<file path="config.mk">
export PLATFORM = sky130hd
export DESIGN_NAME = plasma_moire_pixel_generator
export DESIGN_NICKNAME = d
export VERILOG_FILES = /design/src/rtl/pmpg_pkg.sv /design/src/rtl/plasma_moire_pixel_generator.sv
export SDC_FILE = /design/constraint.sdc
export NUM_CORES = 1
export LEC_CHECK = 0
export ABC_AREA = 1
export BUFFER_PORTS_ARGS = -buffer_cell sky130_fd_sc_hd__buf_2
export CORE_MARGIN = 2
export CORE_UTILIZATION = 38
export DETAILED_ROUTE_END_ITERATION = 10
export SLEW_MARGIN = 20
export SYNTH_ARGS = -nofsm -noshare
export SYNTH_HDL_FRONTEND = slang
export SYNTH_SLANG_ARGS = --single-unit
</file>
<file path="constraint.sdc">
create_clock -name clk_i -period 7.8 [get_ports clk_i]
set_clock_uncertainty 0.15 [all_clocks]
set_input_delay 0.78 -clock clk_i [delete_from_list [all_inputs] [get_ports clk_i]]
set_output_delay 0.78 -clock clk_i [all_outputs]
set_load 0.05 [all_outputs]
</file>
<file path="src/rtl/pmpg_pkg.sv">
// Shared constants, sine table and rainbow palette for the plasma/moire pixel generator.
// No dependencies; imported by plasma_moire_pixel_generator.
package pmpg_pkg;

  // Frame geometry; sets the moire ring center.
  localparam int FRAME_WIDTH  = 320;
  localparam int FRAME_HEIGHT = 240;

  // Field widths.
  localparam int X_W     = 9;
  localparam int Y_W     = 8;
  localparam int TICK_W  = 8;
  localparam int VAL_W   = 8;
  localparam int COLOR_W = 24;
  localparam int CFG_W   = 8;

  // Center offsets in half-pixel units, signed; holds -1024..1023.
  localparam int OFS_W = 11;
  // Only the low bits of the squared distance reach the 8-bit value (>> 6).
  localparam int DIST_SHIFT = 6;
  localparam int SQ_W       = DIST_SHIFT + VAL_W;

  localparam logic [OFS_W-1:0] CENTER_X2 = OFS_W'(FRAME_WIDTH);
  localparam logic [OFS_W-1:0] CENTER_Y2 = OFS_W'(FRAME_HEIGHT);

  // Register indexes on the config port.
  localparam logic REG_EFFECT_MODE = 1'b0;
  localparam logic REG_FRAME_TICK  = 1'b1;

  // Effect select codes.
  localparam logic MODE_PLASMA = 1'b0;
  localparam logic MODE_MOIRE  = 1'b1;

  typedef enum logic [2:0] {
    SEG_BLACK_PURPLE = 3'd0,
    SEG_PURPLE_RED   = 3'd1,
    SEG_RED_ORANGE   = 3'd2,
    SEG_ORANGE_YEL   = 3'd3,
    SEG_YEL_GREEN    = 3'd4,
    SEG_GREEN_CYAN   = 3'd5,
    SEG_CYAN_BLUE    = 3'd6,
    SEG_BLUE_WHITE   = 3'd7
  } seg_e;

  // floor((sin(i*2pi/256) + 1) * 127.5)
  localparam logic [7:0] SINE_ROM [256] = '{
    8'd127, 8'd130, 8'd133, 8'd136, 8'd139, 8'd143, 8'd146, 8'd149,
    8'd152, 8'd155, 8'd158, 8'd161, 8'd164, 8'd167, 8'd170, 8'd173,
    8'd176, 8'd179, 8'd182, 8'd184, 8'd187, 8'd190, 8'd193, 8'd195,
    8'd198, 8'd200, 8'd203, 8'd205, 8'd208, 8'd210, 8'd213, 8'd215,
    8'd217, 8'd219, 8'd221, 8'd224, 8'd226, 8'd228, 8'd229, 8'd231,
    8'd233, 8'd235, 8'd236, 8'd238, 8'd239, 8'd241, 8'd242, 8'd244,
    8'd245, 8'd246, 8'd247, 8'd248, 8'd249, 8'd250, 8'd251, 8'd251,
    8'd252, 8'd253, 8'd253, 8'd254, 8'd254, 8'd254, 8'd254, 8'd254,
    8'd255, 8'd254, 8'd254, 8'd254, 8'd254, 8'd254, 8'd253, 8'd253,
    8'd252, 8'd251, 8'd251, 8'd250, 8'd249, 8'd248, 8'd247, 8'd246,
    8'd245, 8'd244, 8'd242, 8'd241, 8'd239, 8'd238, 8'd236, 8'd235,
    8'd233, 8'd231, 8'd229, 8'd228, 8'd226, 8'd224, 8'd221, 8'd219,
    8'd217, 8'd215, 8'd213, 8'd210, 8'd208, 8'd205, 8'd203, 8'd200,
    8'd198, 8'd195, 8'd193, 8'd190, 8'd187, 8'd184, 8'd182, 8'd179,
    8'd176, 8'd173, 8'd170, 8'd167, 8'd164, 8'd161, 8'd158, 8'd155,
    8'd152, 8'd149, 8'd146, 8'd143, 8'd139, 8'd136, 8'd133, 8'd130,
    8'd127, 8'd124, 8'd121, 8'd118, 8'd115, 8'd111, 8'd108, 8'd105,
    8'd102, 8'd99,  8'd96,  8'd93,  8'd90,  8'd87,  8'd84,  8'd81,
    8'd78,  8'd75,  8'd72,  8'd70,  8'd67,  8'd64,  8'd61,  8'd59,
    8'd56,  8'd54,  8'd51,  8'd49,  8'd46,  8'd44,  8'd41,  8'd39,
    8'd37,  8'd35,  8'd33,  8'd30,  8'd28,  8'd26,  8'd25,  8'd23,
    8'd21,  8'd19,  8'd18,  8'd16,  8'd15,  8'd13,  8'd12,  8'd10,
    8'd9,   8'd8,   8'd7,   8'd6,   8'd5,   8'd4,   8'd3,   8'd3,
    8'd2,   8'd1,   8'd1,   8'd0,   8'd0,   8'd0,   8'd0,   8'd0,
    8'd0,   8'd0,   8'd0,   8'd0,   8'd0,   8'd0,   8'd1,   8'd1,
    8'd2,   8'd3,   8'd3,   8'd4,   8'd5,   8'd6,   8'd7,   8'd8,
    8'd9,   8'd10,  8'd12,  8'd13,  8'd15,  8'd16,  8'd18,  8'd19,
    8'd21,  8'd23,  8'd25,  8'd26,  8'd28,  8'd30,  8'd33,  8'd35,
    8'd37,  8'd39,  8'd41,  8'd44,  8'd46,  8'd49,  8'd51,  8'd54,
    8'd56,  8'd59,  8'd61,  8'd64,  8'd67,  8'd70,  8'd72,  8'd75,
    8'd78,  8'd81,  8'd84,  8'd87,  8'd90,  8'd93,  8'd96,  8'd99,
    8'd102, 8'd105, 8'd108, 8'd111, 8'd115, 8'd118, 8'd121, 8'd124
  };

  // Eight 32-entry ramps: black-purple-red-orange-yellow-green-cyan-blue-white.
  function automatic logic [COLOR_W-1:0] palette(input logic [VAL_W-1:0] v);
    logic [7:0] s4;
    logic [7:0] s8;
    logic [7:0] r;
    logic [7:0] g;
    logic [7:0] b;
    s4 = {1'b0, v[4:0], 2'b00};
    s8 = {v[4:0], 3'b000};
    case (seg_e'(v[7:5]))
      SEG_BLACK_PURPLE: begin
        r = s4;            g = 8'd0;           b = 8'd128 - s4;
      end
      SEG_PURPLE_RED: begin
        r = 8'd128 + s4;   g = 8'd0;           b = 8'd0;
      end
      SEG_RED_ORANGE: begin
        r = 8'd255;        g = s4;             b = 8'd0;
      end
      SEG_ORANGE_YEL: begin
        r = 8'd255;        g = 8'd128 + s4;    b = 8'd0;
      end
      SEG_YEL_GREEN: begin
        r = 8'd255 - s4;   g = 8'd255;         b = s4;
      end
      SEG_GREEN_CYAN: begin
        r = 8'd128 - s4;   g = 8'd255;         b = 8'd255;
      end
      SEG_CYAN_BLUE: begin
        r = 8'd0;          g = 8'd255 - s4;    b = 8'd255;
      end
      default: begin
        r = s8;            g = s8;             b = 8'd255;
      end
    endcase
    return {r, g, b};
  endfunction

endpackage

</file>
<file path="src/rtl/plasma_moire_pixel_generator.sv">
// Top level of the plasma/moire pixel color generator: four-stage pipeline.
// Depends on pmpg_pkg (geometry, sine table, palette).
//
// Usage:
//   Pixel channel: in_valid_i/in_ready_o with pixel_x_i, pixel_y_i. One
//   transaction carries one coordinate; each produces exactly one color.
//   Color channel: out_valid_o/out_ready_i with color_o (R<<16|G<<8|B).
//   Config port: cfg_we_i writes cfg_data_i into register cfg_idx_i at the
//   clock edge (index 0 = effect_mode, index 1 = frame_tick). Write only
//   while no pixel is in flight; new values apply to the next pixel.
// Throughput:
//   Each pixel passes through the stage registers in order and its color is
//   offered from the output register; one pixel per cycle sustained while
//   out_ready_i stays high. Stages: index/offset add, sine lookup and distance
//   squares (one 11x11 multiply each), value sum, palette lookup.
// Stalls:
//   Each stage has its own valid bit and loads when empty or when the next
//   stage moves, so bubbles collapse and input keeps flowing while a color
//   waits. With all four stages full and out_ready_i low, in_ready_o drops.
// Reset: rst_ni low empties the pipeline and sets plasma mode with tick 0.
module plasma_moire_pixel_generator
  import pmpg_pkg::*;
(
  input  logic               clk_i,
  input  logic               rst_ni,
  // config
  input  logic               cfg_we_i,
  input  logic               cfg_idx_i,
  input  logic [CFG_W-1:0]   cfg_data_i,
  // pixel in
  input  logic               in_valid_i,
  output logic               in_ready_o,
  input  logic [X_W-1:0]     pixel_x_i,
  input  logic [Y_W-1:0]     pixel_y_i,
  // color out
  output logic               out_valid_o,
  input  logic               out_ready_i,
  output logic [COLOR_W-1:0] color_o
);

  // ---------------------------------------------------------------------
  // Config registers
  // ---------------------------------------------------------------------
  logic              mode_q;
  logic [TICK_W-1:0] tick_q;

  always_ff @(posedge clk_i or negedge rst_ni) begin
    if (!rst_ni) begin
      mode_q <= MODE_PLASMA;
      tick_q <= '0;
    end else if (cfg_we_i) begin
      case (cfg_idx_i)
        REG_EFFECT_MODE: mode_q <= cfg_data_i[0];
        REG_FRAME_TICK:  tick_q <= cfg_data_i[TICK_W-1:0];
        default:         ;
      endcase
    end
  end

  // ---------------------------------------------------------------------
  // Stage handshake: a stage loads when empty or when its content moves on
  // ---------------------------------------------------------------------
  logic v1_q, v2_q, v3_q, v4_q;
  logic rdy1, rdy2, rdy3, rdy4;

  assign rdy4 = !v4_q || out_ready_i;
  assign rdy3 = !v3_q || rdy4;
  assign rdy2 = !v2_q || rdy3;
  assign rdy1 = !v1_q || rdy2;

  assign in_ready_o  = rdy1;
  assign out_valid_o = v4_q;

  always_ff @(posedge clk_i or negedge rst_ni) begin
    if (!rst_ni) begin
      v1_q <= 1'b0;
      v2_q <= 1'b0;
      v3_q <= 1'b0;
      v4_q <= 1'b0;
    end else begin
      if (rdy1) v1_q <= in_valid_i;
      if (rdy2) v2_q <= v1_q;
      if (rdy3) v3_q <= v2_q;
      if (rdy4) v4_q <= v3_q;
    end
  end

  // ---------------------------------------------------------------------
  // Stage 1: sine indexes and center offsets
  // ---------------------------------------------------------------------
  logic [TICK_W-1:0]      tick3, tick5;
  logic [X_W:0]           sum_xy;
  logic [VAL_W-1:0]       idx_a_d, idx_b_d, idx_c_d;
  logic signed [OFS_W-1:0] ex_d, ey_d;

  assign tick3   = tick_q + {tick_q[TICK_W-2:0], 1'b0};
  assign tick5   = tick_q + {tick_q[TICK_W-3:0], 2'b00};
  assign sum_xy  = {1'b0, pixel_x_i} + {2'b00, pixel_y_i};
  assign idx_a_d = pixel_x_i[VAL_W-1:0] + tick_q;
  assign idx_b_d = pixel_y_i + tick3;
  assign idx_c_d = sum_xy[VAL_W:1] + tick5;
  // 2x - W and 2y - H, exact in OFS_W signed bits
  assign ex_d = $signed({1'b0, pixel_x_i, 1'b0} - CENTER_X2);
  assign ey_d = $signed({2'b00, pixel_y_i, 1'b0} - CENTER_Y2);

  logic [VAL_W-1:0]        idx_a_q, idx_b_q, idx_c_q;
  logic signed [OFS_W-1:0] ex_q, ey_q;
  logic                    mode1_q;
  logic [TICK_W-1:0]       tick1_q;

  always_ff @(posedge clk_i) begin
    if (rdy1 && in_valid_i) begin
      idx_a_q <= idx_a_d;
      idx_b_q <= idx_b_d;
      idx_c_q <= idx_c_d;
      ex_q    <= ex_d;
      ey_q    <= ey_d;
      mode1_q <= mode_q;
      tick1_q <= tick_q;
    end
  end

  // ---------------------------------------------------------------------
  // Stage 2: sine lookups, squared offsets (low bits only)
  // ---------------------------------------------------------------------
  logic signed [2*OFS_W-1:0] sqx_full, sqy_full;

  assign sqx_full = ex_q * ex_q;
  assign sqy_full = ey_q * ey_q;

  logic [VAL_W-1:0]  sa_q, sb_q, sc_q;
  logic [SQ_W-1:0]   sqx_q, sqy_q;
  logic              mode2_q;
  logic [TICK_W-1:0] tick2_q;

  always_ff @(posedge clk_i) begin
    if (rdy2 && v1_q) begin
      sa_q    <= SINE_ROM[idx_a_q];
      sb_q    <= SINE_ROM[idx_b_q];
      sc_q    <= SINE_ROM[idx_c_q];
      sqx_q   <= sqx_full[SQ_W-1:0];
      sqy_q   <= sqy_full[SQ_W-1:0];
      mode2_q <= mode1_q;
      tick2_q <= tick1_q;
    end
  end

  // ---------------------------------------------------------------------
  // Stage 3: 8-bit pattern value
  // ---------------------------------------------------------------------
  logic [SQ_W-1:0]   dist_sq;
  logic [TICK_W-1:0] tick8, tick11;
  logic [VAL_W-1:0]  moire_v, plasma_v, val_d;

  assign dist_sq  = sqx_q + sqy_q;
  assign tick8    = {tick2_q[TICK_W-4:0], 3'b000};
  assign tick11   = tick8 + {tick2_q[TICK_W-2:0], 1'b0} + tick2_q;
  assign moire_v  = (dist_sq[SQ_W-1:DIST_SHIFT] + tick8) ^ tick11;
  assign plasma_v = sa_q + sb_q + sc_q;
  assign val_d    = (mode2_q == MODE_MOIRE) ? moire_v : plasma_v;

  logic [VAL_W-1:0] val_q;

  always_ff @(posedge clk_i) begin
    if (rdy3 && v2_q) begin
      val_q <= val_d;
    end
  end

  // ---------------------------------------------------------------------
  // Stage 4: palette, output register
  // ---------------------------------------------------------------------
  logic [COLOR_W-1:0] color_q;

  always_ff @(posedge clk_i) begin
    if (rdy4 && v3_q) begin
      color_q <= palette(val_q);
    end
  end

  assign color_o = color_q;

  // ---------------------------------------------------------------------
  // Assertions
  // ---------------------------------------------------------------------
  // An accepted pixel always lands in stage 1.
  a_accept_fills_s1: assert property (@(posedge clk_i) disable iff (!rst_ni)
    (in_valid_i && in_ready_o) |=> v1_q)
    else $error("accepted pixel not captured in stage 1");

  // A stalled stage-3 value is neither lost nor changed.
  a_s3_hold: assert property (@(posedge clk_i) disable iff (!rst_ni)
    (v3_q && !rdy4) |=> (v3_q && $stable(val_q)))
    else $error("stalled stage 3 value lost or changed");

  // Input can only be refused when every stage is occupied.
  a_refuse_full: assert property (@(posedge clk_i) disable iff (!rst_ni)
    !in_ready_o |-> (v1_q && v2_q && v3_q && v4_q && !out_ready_i))
    else $error("input refused with room in pipeline");

  // With the receiver always ready, an accepted pixel moves unstalled through every stage onto the output.
  a_latency: assert property (@(posedge clk_i) disable iff (!rst_ni)
    (in_valid_i && in_ready_o && out_ready_i) ##1 out_ready_i ##1 out_ready_i
      ##1 out_ready_i |=> out_valid_o)
    else $error("color missing four cycles after accept");

endmodule

</file>
==> reports/results.ini <==
[setup_path]
crit_path_top_delay_cell = edfxtp_1
critPathMaxFanout = 12
r2r_cells = 15
path_cells = nand2_1, fa_1, inv_1, ha_1, a21oi_1, fa_1, inv_1, fa_1, inv_1, fa_1, inv_1, ha_1, inv_1, o311ai_0, xor2_1
worstSetupStartpoint = ex_q[2]
worstReg2RegEnd = sqx_q[12]
r2r_slack_ns = 3.02
cp_num_buf_inv = 5
critPathTopFamily = adder cells
path_common_cell = inv_1
crit_type = reg2reg
worstPathRequired_ns = 7.82
r2r_start = ex_q[2]
cp-end-kind = flip-flop
cp-endpoint = sqx_q[12]
path_depth = 15
worst_ep_arrival_time_ns = 4.80
cpPeakStageDelay_ns = 0.59
cp-start-kind = flip-flop

[sta]
hold_violations = 0
fin_ws_ns = 3.02
tns_ns = 0
timing.slew.headroom_pct = 27.8
finalSetupViolCount = 0
fin_crit_ns = 4.78
grt_setup_unrepaired = no
worst_pin_slew_ns = 1.08
maxSlewViolCount = 0
final.period_utilization_pct = 61.3
fmax_ghz = 0.209

[global_routing]
globalRouteOverflowTotal = 0
first_global_vias = 14146
grt_start_max_net_pins = 54
antenna_found_initial = 0
grt_pass1_wl_mm = 72.3
groute.usage.overall_pct = 20.5

[routing]
ant_nets = 0
wl_mm = 43.9
vias_per_cell = 5.35
dr.pass1.iters = 6
post-route-drc-count = 0
num_vias = 14567
drtIter0Drc = 1507
avgRoutedWirePerCell_um = 16.1

[clock_tree]
cts.sinks = 147
insertion_delay_ns = 0.44
htreeDepth = 4
cts.repair.resized = 0
cts_buffer_depth = 2
cts_root_buf = clkbuf_16
cts_tree = done
cts-buffers-inserted = 17
clkSlewWorstSetupHoldPaths_ns = 0.06
cts_setup_buffers = 0
cts_hold_buf = 0

[floorplanning]
row_count = 75
die-area_um2 = 43900
pin_count = 57
start_util_pct = 38.4
die_w_um = 210
core_um2 = 41900
dieHeight_um = 210

[placed_design]
portBuffers = 56
place_ws_ns = 3.02
gp_congestion = 1.01
place_area_um2 = 16800
dp_hpwl_mm = 34.2

[power]
p_total_mw = 7.04
p_sw_share_pct = 51.6
power_frac_seq_pct = 22.6
net-switching-power_mw = 3.63
p_comb_share_pct = 65.2
p_leak_nw = 8.66
clkPwrFrac_pct = 12.1
p_per_area_nw_per_um2 = 405
irDropWorstVdd_uv = 185
internal_power_mw = 3.41

[layout]
utilization_pct = 41.5
finalInstanceArea_um2 = 17400
num-nets-final = 2435
antenna_cells = 0
area_growth_pct = 8.14
drive_gt1_share_pct = 5.40

[logic_synthesis]
synth_edf_count = 134
syn_nets = 2417
yosys.cell_count.top_type = nand2_1
async_flop_share_pct = 8.84
synthTopCellsByArea = edfxtp_1 25%, nand2_1 15%, fa_1 12%, ha_1 11%, inv_1 7.9%
synth_top_area_cell = edfxtp_1
yosysWarnings = 0
syn_area_um2 = 16100
yosys-top-cells-count = 629 x nand2_1, 337 x inv_1, 148 x nand3_1, 143 x nor2_1, 138 x ha_1
ys_ff_latch = 147
syn_avg_cell_area_um2 = 7.45
synthFlopType = edfxtp_1
synth_top_area_share_pct = 25.1
yosysUniqueCellTypes = 45
synthCells = 2154
ys_seq_area_share_pct = 27.1

[run_status]
status = complete, no violations

[job]
cap_violations = 0

[worst_hold_path]
worstHoldPathType = in2async

==> layer usage <==
metal,track usage [%],vias up,part of all wire [%]
met2,34.1,677,46
met4,6.73,0,2.6
li1,-,7026,-
met1,27.5,6764,45
met3,3.14,100,6.6
met5,0,-,0
==> area by class of cell <==
type	count	area, um2
clock buffers	18	429
clock inverters	14	178
fillers	4250	24500
inverters	348	1310
multi-input cells	1595	10100
flip-flops and latches	147	4350
well taps	539	674
repair buffers	63	333
==> registers in the layout (all words and copies together), names as in the netlist, 8 cells and up <==
signal,flops
tick1_q,8
color_o,21
idx_b_q,8
idx_c_q,8
tick_q,8
sc_q,8
idx_a_q,8
sqx_q,10
ex_q,10
tick2_q,8
sb_q,8
sqy_q,10
sa_q,8
ey_q,9
val_q,8
==> worst min path at each step <==
stage	slack, ns	end	cells past startpoint
after floorplan	0.25	mode2_q	0
after global placement	0.25	tick2_q[0]	0
after detailed placement	0.25	tick2_q[6]	0
after CTS	0.13	mode_q	1
after global routing	0.14	tick_q[0]	1
final	0.14	tick_q[0]	1
==> stage by stage <==
step | hold slack (ns) | instances
after floorplan | 0.250 | 2154
after global placement | 0.251 | 2692
after detailed placement | 0.255 | 2692
after CTS | 0.126 | 2724
after global routing | 0.141 | 2724
final | 0.136 | 2724
==> placed cells by master (no fill, tap or decap), types with 3 or more instances in the layout <==
cell       count
nand2_1      629
inv_1        336
nand3_1      148
nor2_1       142
ha_1         138
edfxtp_1     134
o21ai_0      102
a21oi_1      100
fa_1          94
buf_2         56
xor2_1        55
xnor2_1       29
nand4_1       25
o211ai_1      21
clkbuf_16     17
a31oi_1       13
dfrtp_1       13
nor3_1        12
o21ai_1       11
nand3b_1      10
inv_2          9
o22ai_1        9
o2111ai_1      9
o221ai_1       7
buf_4          7
o21bai_1       6
or2_2          4
mux2_2         4
clkinv_1       4
a22oi_1        4
nor2_2         4
inv_6          4
o311ai_0       3
nor2_4         3
bufinv_16      3
==> cell families (layout without fill, tap and decap cells) <==
group	count (synthesis)	after routing	share of synthesized area (%)
and+or+nand+nor	984	984	25.2
buffers and inverters	412	443	10.1
AOI/OAI and AO/OA	291	291	10.3
adders and majority gates	232	232	22.5
DFF	147	147	27.1
xor gates and xnor gates	84	84	4.58
muxes	4	4	0.281
==> worst register-to-register path: stages, from the launching register on <==
cell and delay, ns:
edfxtp_1 0.59, nand2_1 0.19, fa_1 0.58, inv_1 0.06, ha_1 0.27, a21oi_1 0.08, fa_1 0.54, inv_1 0.05
fa_1 0.54, inv_1 0.05, fa_1 0.47, inv_1 0.04, ha_1 0.28, inv_1 0.09, o311ai_0 0.42, xor2_1 0.11
==> power groups by stage <==
stage | combinational (mW) | sequential (mW) | clock [mW]
after floorplan | 3.42 | 1.61 | 0
after global placement | 4.52 | 1.60 | 0
after detailed placement | 4.54 | 1.60 | 0
after CTS | 4.57 | 1.59 | 0.873
after global routing | 5.26 | 1.63 | 0.906
final | 4.59 | 1.59 | 0.854
No activity file was read; power rests on OpenSTA's default activity.
